### config.mk
export PLATFORM = sky130hd
export DESIGN_NAME = rbs_front
export DESIGN_NICKNAME = d
export VERILOG_FILES = /design/src/rbs_pkg.sv /design/src/rbs_front.sv
export SDC_FILE = /design/constraint.sdc
export NUM_CORES = 1
export LEC_CHECK = 0
export BUFFER_PORTS_ARGS = -buffer_cell sky130_fd_sc_hd__buf_2
export CAP_MARGIN = 20
export CORE_ASPECT_RATIO = 1.75
export CORE_MARGIN = 2
export CORE_UTILIZATION = 50
export DETAILED_ROUTE_END_ITERATION = 6
export PLACE_DENSITY = 0.77
export SETUP_SLACK_MARGIN = 0.3
export SYNTH_ARGS = -nofsm -noshare
export SYNTH_HDL_FRONTEND = slang
export SYNTH_SLANG_ARGS = --single-unit
### constraint.sdc
create_clock -name clk -period 18.05 [get_ports clk]
set_input_delay 2.7075 -clock clk [delete_from_list [all_inputs] [get_ports clk]]
set_output_delay 2.7075 -clock clk [all_outputs]
set_load 0.01 [all_outputs]
### src/rbs_pkg.sv
package rbs_pkg;

    typedef enum logic [1:0] {
        KIND_A,
        KIND_B,
        KIND_OTHER
    } kind_t;

    typedef struct packed {
        kind_t              kind;
        logic [62:0]        price;
        logic signed [63:0] tick_time;
    } qitem_t;

    // ring depth; a power of two so the window means are plain shifts
    localparam int WINDOW_LEN = 256;

    localparam logic CFG_THRESH = 1'b0;
    localparam logic CFG_MINVAR = 1'b1;

    localparam logic [30:0] THRESH_RESET = 31'd838861;
    localparam logic [31:0] MINVAR_RESET = 32'd281;
    localparam logic [27:0] LN2_Q28      = 28'd186065279;
    localparam logic signed [33:0] ONE_Q24 = 34'sd16777216;

    localparam logic signed [63:0] S64_MAX = {1'b0, {63{1'b1}}};
    localparam logic signed [63:0] S64_MIN = {1'b1, {63{1'b0}}};
    localparam logic signed [31:0] S32_MAX = {1'b0, {31{1'b1}}};
    localparam logic signed [31:0] S32_MIN = {1'b1, {31{1'b0}}};

    function automatic logic signed [63:0] sat_add64(logic signed [63:0] a,
                                                     logic signed [63:0] b);
        logic signed [64:0] s;
        s = {a[63], a} + {b[63], b};
        if (s[64] != s[63])
            return s[64] ? S64_MIN : S64_MAX;
        return s[63:0];
    endfunction

    function automatic logic signed [63:0] sat_sub64(logic signed [63:0] a,
                                                     logic signed [63:0] b);
        logic signed [64:0] s;
        s = {a[63], a} - {b[63], b};
        if (s[64] != s[63])
            return s[64] ? S64_MIN : S64_MAX;
        return s[63:0];
    endfunction

    function automatic logic signed [39:0] clamp40(logic signed [40:0] v);
        if (v[40] != v[39])
            return v[40] ? {1'b1, {39{1'b0}}} : {1'b0, {39{1'b1}}};
        return v[39:0];
    endfunction

    function automatic logic signed [31:0] clamp32(logic signed [63:0] v);
        if (v > 64'(S32_MAX))
            return S32_MAX;
        if (v < 64'(S32_MIN))
            return S32_MIN;
        return v[31:0];
    endfunction

endpackage

### src/rbs_front.sv
module rbs_front
    import rbs_pkg::*;
(
    input  logic         clk,
    input  logic         rst_n,
    input  logic         s_axis_tvalid,
    output logic         s_axis_tready,
    input  logic [127:0] s_axis_tdata,  // price[62:0], tick_time[126:63], pad
    input  logic [1:0]   s_axis_tuser,  // symbol[1:0]
    output logic         q_valid,
    output qitem_t       q_item,
    input  logic         q_pop
);

    qitem_t     ent_reg [2];
    logic       wr_ptr_reg;
    logic       rd_ptr_reg;
    logic [1:0] count_reg;
    logic       push;
    qitem_t     in_item;

    always_comb
    begin
        unique case (s_axis_tuser)
            2'd0:    in_item.kind = KIND_A;
            2'd1:    in_item.kind = KIND_B;
            default: in_item.kind = KIND_OTHER;
        endcase
        in_item.price     = s_axis_tdata[62:0];
        in_item.tick_time = s_axis_tdata[126:63];
    end

    assign s_axis_tready = (count_reg != 2'd2);
    assign push          = s_axis_tvalid && s_axis_tready;
    assign q_valid       = (count_reg != 2'd0);
    assign q_item        = ent_reg[rd_ptr_reg];

    always_ff @(posedge clk or negedge rst_n)
    begin
        if (!rst_n)
        begin
            wr_ptr_reg <= 1'b0;
            rd_ptr_reg <= 1'b0;
            count_reg  <= 2'd0;
        end
        else
        begin
            if (push)
            begin
                ent_reg[wr_ptr_reg] <= in_item;
                wr_ptr_reg          <= ~wr_ptr_reg;
            end
            if (q_pop && q_valid)
                rd_ptr_reg <= ~rd_ptr_reg;
            count_reg <= count_reg + 2'(push) - 2'(q_pop && q_valid);
        end
    end

endmodule

==> metrics.md, run 1 <==
| Metric | Value |
|---|---|
| Max Freq | around 180 MHz |
| Worst-Skew Late Latency | around 0.50 ns |
| Crit path from | rd_ptr_reg$_DFFE_PN0P_ |
| Iteration-0 DRC Markers | about 190 |
| Hold Slack | around 0.53 ns |
| Yosys synthesis warning count | 0 |
| Die H | about 190 um |
| Largest net degree at the start of global routing | 83 |
| Placement Rows | 66 |
| Drt total wl | about 18000 um |
| Final setup violation count | 0 |
| Sequential power share | 0.481 |
| Crit start category | flip-flop |
| CP Depth | 3 |
| R2R setup slack | 15.48 ns |
| Tmin final | ~5.6 ns |
| Crit path required time | between 15 and 20 ns |
| Core Area | about 19000 um2 |
| CP Cell Sequence | buf_4 -> mux2_2 -> buf_2 |
| Die width | about 110 um |
| Maxcap violations | 0 |
| Post-route DRC violation count | 0 |
| Slew Limit Fails | 0 |
| Slew headroom | 0.313 |
| Final core utilization | 0.632 |
| Crit path kind | flip-flop to output pin |
| Period utilization | 0.312 |
| Max Root-Sink Buffers | 3 |
| Post_cts resized | 0 |
| CP max stage delay | around 1.1 ns |
| Clk pwr share | 0.267 |
| Post-DP HPWL | roughly 12000 um |
| Post-synthesis sequential area ratio | 0.822 |
| Worst path bufs/invs | 2 |
| Status | finished, final reports clean |
| TritonCTS clock tree | built |
| Logic pwr share | 0.252 |
| RSZ-0062 raised after global routing | no |
| Sink Count | 262 |
| Crit-path leading delay family | flip-flops |
| Nets | approximately 840 |
| Antenna viol nets, final | 0 |
| Worst r2r dst | ent_reg[0][111]$_DFFE_PP_ |
| Starting density of the core | 0.512 |
| P&R area growth vs syn | 23.5% |
| Net Switching | roughly 0.46 mW |
| Fin Clk Skew | about 0.012 ns |
| Syn_area_per_cell | approximately 23 um2 |
| Die area | 20300 um2 |
| Reg clk slew, reported paths | ~0.060 ns |
| I/O pin total | between 200 and 300 |
| Gate Count Post-Synth | 420 |
| Crit path capture type | output pin |
| Worst Setup EP | q_item[78] |
| Pint | around 1.2 mW |
| Initial DRT Pass Iterations | 4 |
| Num CTS Buffers | 23 |
| Vias in the first global route | ~5300 |
| CTS H-Tree Depth | 1 |
| Worst-path fanout max | a little under 80 |
| Initial antenna violation count | 4 |
| Post-synth net total | 556 |
| Hold violation total from the final report | 0 |
| Crit path arrival time | 2.93 ns |
| Final Instance Count excl. Fillers | ~960 |
| First-pass GRT wire length | about 27000 um |
| Final GP Congestion | about 0.75 |
| Final Power | roughly 1.7 mW |
| Worst r2r path cells | 5 |
| Via Count | approximately 4800 |
| Sw Share | 0.275 |
| Root Driver | clkbuf_16 |
| Pwr Density | between 100 and 150 nW/um2 |
| Lkg Pwr | between 4 and 5 nW |
| GRT Util Overall | 0.176 |
| Routed WL per cell | about 19 um |
| Critical-path top delay cell | dfrtp_4 |
| Post-CTS Setup Inserts | 0 |
| Max VDD drop | 110 uV |
| DR vias/cell | between 5 and 6 |
| Dpl cells | roughly 910 |
| Filler Cell Count | approximately 1400 |
| Reg2Reg Launch Point | count_reg[1]$_DFF_PN0_ |
| Share of layout cells above drive strength 1 | 0.606 |
| Min-delay worst type | flip-flop to flip-flop |
| Distinct cells, synth | 18 |
| Mapped cell area | about 9500 um2 |
| Max FFs per register | about 260 |
| Port buffer count | approximately 260 |
| # hold bufs at CTS | 0 |
| Slew of the pin with the lowest slew margin | around 1 ns |
| Total gr overflow | 0 |
| Setup tns final | 0 ns |
| Yosys reg bits | around 260 |
cells by family after synthesis:
family	after synthesis	synth area share
flops	262	0.822
mux	129	0.152
buf+inv	16	0.0149
simple gates	7	0.00472
xor+xnor	4	0.00367
fa+ha+maj	2	0.00262
layout make-up:
type,count,area (um2),area share
flip-flops and latches,262,7850,0.666
clock buffers,27,591,0.0501
inverters,1,3.75,0.000318
multi-input cells,142,1570,0.133
repair buffers,269,1380,0.117
diodes,3,7.51,0.000637
clock inverters,13,93.8,0.00796
well taps,238,298,0.0253
stage by stage:
step / area [um2] / setup slack (ns)
5_1_grt: 11800 / 12.22
4_1_cts: 11800 / 12.36
3_3_place_gp: 11100 / 12.94
2_1_floorplan: 9550 / 5.08
6_report: 11800 / 12.41
3_5_place_dp: 11100 / 12.91
cells in the final DEF, fill, tap and decap left out, drive strengths merged, types with 2 or more instances in the layout:
cell type and count:
dfrtp 4, inv 2, xnor2 3, mux2 129
edfxtp 258, clkinv 11, diode 3, buf 269
ha 2, clkbuf 27
per-layer routing:
| metal | vias up | wire [um] | share of wire | GRT usage |
|---|---|---|---|---|
| li1 | 2236 | - | - | - |
| met1 | 2376 | 5960 | 0.33 | 0.176 |
| met2 | 186 | 10500 | 0.57 | 0.334 |
| met3 | 47 | 1090 | 0.059 | 0.0360 |
| met4 | 0 | 785 | 0.043 | 0.0873 |
| met5 | - | 0 | 0 | 0 |
synth_stat cells:
cell type,n,area [um2]
inv_1,1,3.75
xor2_1,1,8.76
nand2b_1,1,6.26
buf_6,10,113
clkbuf_1,1,3.75
buf_2,3,15.0
nand2_1,1,3.75
mux2_2,129,1450
nor3b_1,1,7.51
nor2b_1,1,6.26
and4_1,1,8.76
buf_4,1,7.51
and2_1,1,6.26
or2_2,1,6.26
ha_1,2,25.0
dfrtp_1,4,100
xnor2_1,3,26.3
edfxtp_1,258,7750
power groups by stage:
stage	Sequential, mW	Clock, mW	Combinational [mW]
after floorplan	0.799	0	0.312
after global placement	0.815	0	0.418
after detailed placement	0.822	0	0.425
after CTS	0.810	0.460	0.428
after global routing	0.817	0.481	0.455
final	0.807	0.448	0.424
worst register-to-register path, cell delays in order (launching register included):
cell and delay [ns]:
dfrtp_1 0.41, nand2b_1 0.14, nand2_1 0.13, nor3b_2 0.23, buf_4 0.58, buf_4 0.65
how the worst min path moves through the flow:
stage / depth (start not counted) / startpoint / end / slack [ns]
after global routing: 1 / count_reg[0]$_DFF_PN0_ / count_reg[0]$_DFF_PN0_ / 0.55
after global placement: 1 / count_reg[1]$_DFF_PN0_ / count_reg[1]$_DFF_PN0_ / 0.48
after floorplan: 1 / count_reg[1]$_DFF_PN0_ / count_reg[1]$_DFF_PN0_ / 0.46
after detailed placement: 1 / count_reg[1]$_DFF_PN0_ / count_reg[1]$_DFF_PN0_ / 0.50
final: 1 / count_reg[0]$_DFF_PN0_ / count_reg[0]$_DFF_PN0_ / 0.53
after CTS: 1 / count_reg[1]$_DFF_PN0_ / count_reg[1]$_DFF_PN0_ / 0.51
Power figures use the tool's default switching activity.
==> inputs of run 2 (changes only) <==
--- a/config.mk
+++ b/config.mk
@@ -9,9 +9,9 @@
 export CAP_MARGIN = 20
 export CORE_ASPECT_RATIO = 1.75
 export CORE_MARGIN = 2
-export CORE_UTILIZATION = 50
+export CORE_UTILIZATION = 47
 export DETAILED_ROUTE_END_ITERATION = 6
-export PLACE_DENSITY = 0.77
+export PLACE_DENSITY = 0.76
 export SETUP_SLACK_MARGIN = 0.3
 export SYNTH_ARGS = -nofsm -noshare
 export SYNTH_HDL_FRONTEND = slang
==> constraint.sdc (replaced) <==
create_clock -name clk -period 4.9 [get_ports clk]
set_input_delay 0.735 -clock clk [delete_from_list [all_inputs] [get_ports clk]]
set_output_delay 0.735 -clock clk [all_outputs]
set_load 0.01 [all_outputs]
==> metrics.md, run 2 (same netlist as run 1, synthesis figures left out) <==
| Metric | Value |
|---|---|
| Reg clk slew, reported paths | approximately 0.060 ns |
| Max Root-Sink Buffers | 3 |
| Die H | between 150 and 200 um |
| Starting density of the core | 0.475 |
| Worst-Skew Late Latency | around 0.50 ns |
| Die area | between 20000 and 25000 um2 |
| Metal3 WL | 950 um |
| Filler Cell Count | approximately 1500 |
| RSZ-0062 raised after global routing | no |
| Largest net degree at the start of global routing | 81 |
| Dpl cells | approximately 920 |
| Status | finished, final reports clean |
| Fin Clk Skew | 0.00849 ns |
| Worst-path fanout max | 80 |
| Most common cell after layout, fill and taps aside | buf_2 |
| Final GP Congestion | approximately 0.73 |
| Slew of the pin with the lowest slew margin | between 1 and 1.5 ns |
| Lkg Pwr | 4.37 nW |
| Crit path required time | roughly 4.2 ns |
| Die width | approximately 110 um |
| Tmin final | 3.36 ns |
| Nets | between 800 and 900 |
| TritonCTS clock tree | built |
| Root Driver | clkbuf_16 |
| Design area | between 10000 and 15000 um2 |
| Num CTS Buffers | 23 |
| Max FFs per register | about 260 |
| Antenna viol nets, final | 0 |
| Vias in the first global route | about 5300 |
| First-pass GRT wire length | 27200 um |
| Drt total wl | about 18000 um |
| Crit path arrival time | roughly 2.6 ns |
| Crit start category | flip-flop |
| # hold bufs at CTS | 0 |
| DR vias/cell | a little over 5 |
| Min-delay worst type | input port to asynchronous set/reset pin |
| Placement Rows | between 60 and 70 |
| Max layer used | met4 |
| Hold Slack | about 0.046 ns |
| DRT met1 WL | between 5000 and 6000 um |
| Fin worst setup slack | 1.54 ns |
| Slew Limit Fails | 0 |
| Hold violation total from the final report | 0 |
| Final Instance Count excl. Fillers | between 900 and 1000 |
| Share of layout cells above drive strength 1 | 0.600 |
| Iteration-0 DRC Markers | 224 |
| Crit path capture type | output pin |
| Commonest cells after routing, fill and taps aside | buf_2, edfxtp_1, mux2_2 |
| Sink Count | roughly 260 |
| Period utilization | 0.686 |
| Initial DRT Pass Iterations | 4 |
| GRT Util Overall | 0.162 |
| Initial antenna violation count | 0 |
| Max Freq | about 300 MHz |
| CTS H-Tree Depth | 1 |
| Slew headroom | 0.294 |
| Post-route DRC violation count | 0 |
| Port buffer count | ~260 |
| Via Count | around 4900 |
| Total gr overflow | 0 |
| P&R area growth vs syn | 23.8% |
| Core Area | 20100 um2 |
| I/O pin total | around 270 |
| Final core utilization | 0.588 |
| DP Area | ~11000 um2 |
| Final setup violation count | 0 |
| Pwr Density | roughly 530 nW/um2 |
| Post-CTS Setup Inserts | 0 |
| Maxcap violations | 0 |
| Post_cts resized | 0 |
| Max VDD drop | 402 uV |
| Post-DP HPWL | 12700 um |
| Met2 Wirelength | roughly 11000 um |
| Crit path kind | flip-flop to output pin |
| Final Power | 6.23 mW |
| Setup tns final | 0 ns |
| Pre-CTS setup slack | about 2.0 ns |
| Routed WL per cell | approximately 19 um |
==> run 2: cell types whose count changed in the layout (fill, tap and decap cells not counted), sizes merged <==
| cell | previous run | this run |
|---|---|---|
| diode | 3 | 1 |
| clkinv | 11 | 5 |
| inv | 2 | 1 |
| bufinv | 1 | 2 |
| clkbuf | 27 | 32 |
==> run 2: critical path: stages, from the launching register on <==
cell     delay, ns
dfrtp_4       1.10
buf_4         0.49
mux2_2        0.39
buf_2         0.14
==> run 2: layout make-up <==
cell class	instances	area, um2	area share
flip-flops and latches	262	7850	0.664
clock buffers	32	609	0.0515
clock inverters	7	80.1	0.00677
multi-input cells	142	1570	0.133
diodes	1	2.50	0.000212
inverters	1	3.75	0.000317
well taps	248	310	0.0262
repair buffers	269	1390	0.118
==> run 2: final timing paths <==
| check | start | to | slack (ns) | cells after the start |
|---|---|---|---|---|
| worst min register to register | count_reg[1]$_DFF_PN0_ | count_reg[1]$_DFF_PN0_ | 0.51 | 1 |
| worst min-delay path | rst_n | count_reg[1]$_DFF_PN0_ | 0.05 | 1 |
| min in group clk | s_axis_tdata[34] | ent_reg[1][98]$_DFFE_PP_ | 0.42 | 1 |
| max in group asynchronous | rst_n | rd_ptr_reg$_DFFE_PN0P_ | 4.69 | 1 |
| worst max register to register | count_reg[1]$_DFF_PN0_ | ent_reg[0][13]$_DFFE_PP_ | 2.90 | 4 |
| worst max-delay path | rd_ptr_reg$_DFFE_PN0P_ | q_item[43] | 1.54 | 3 |
==> run 2: where the power goes <==
group	internal (mW)	total, mW	switching, mW
Sequential	2.79	2.98	0.190
Combinational	0.790	1.56	0.773
Clock	0.968	1.69	0.717
==> run 2: metal layers <==
layer	GRT usage	up-vias
met2	0.320	178
met3	0.0320	51
met5	0	-
li1	-	2232
met4	0.0779	0
met1	0.157	2403
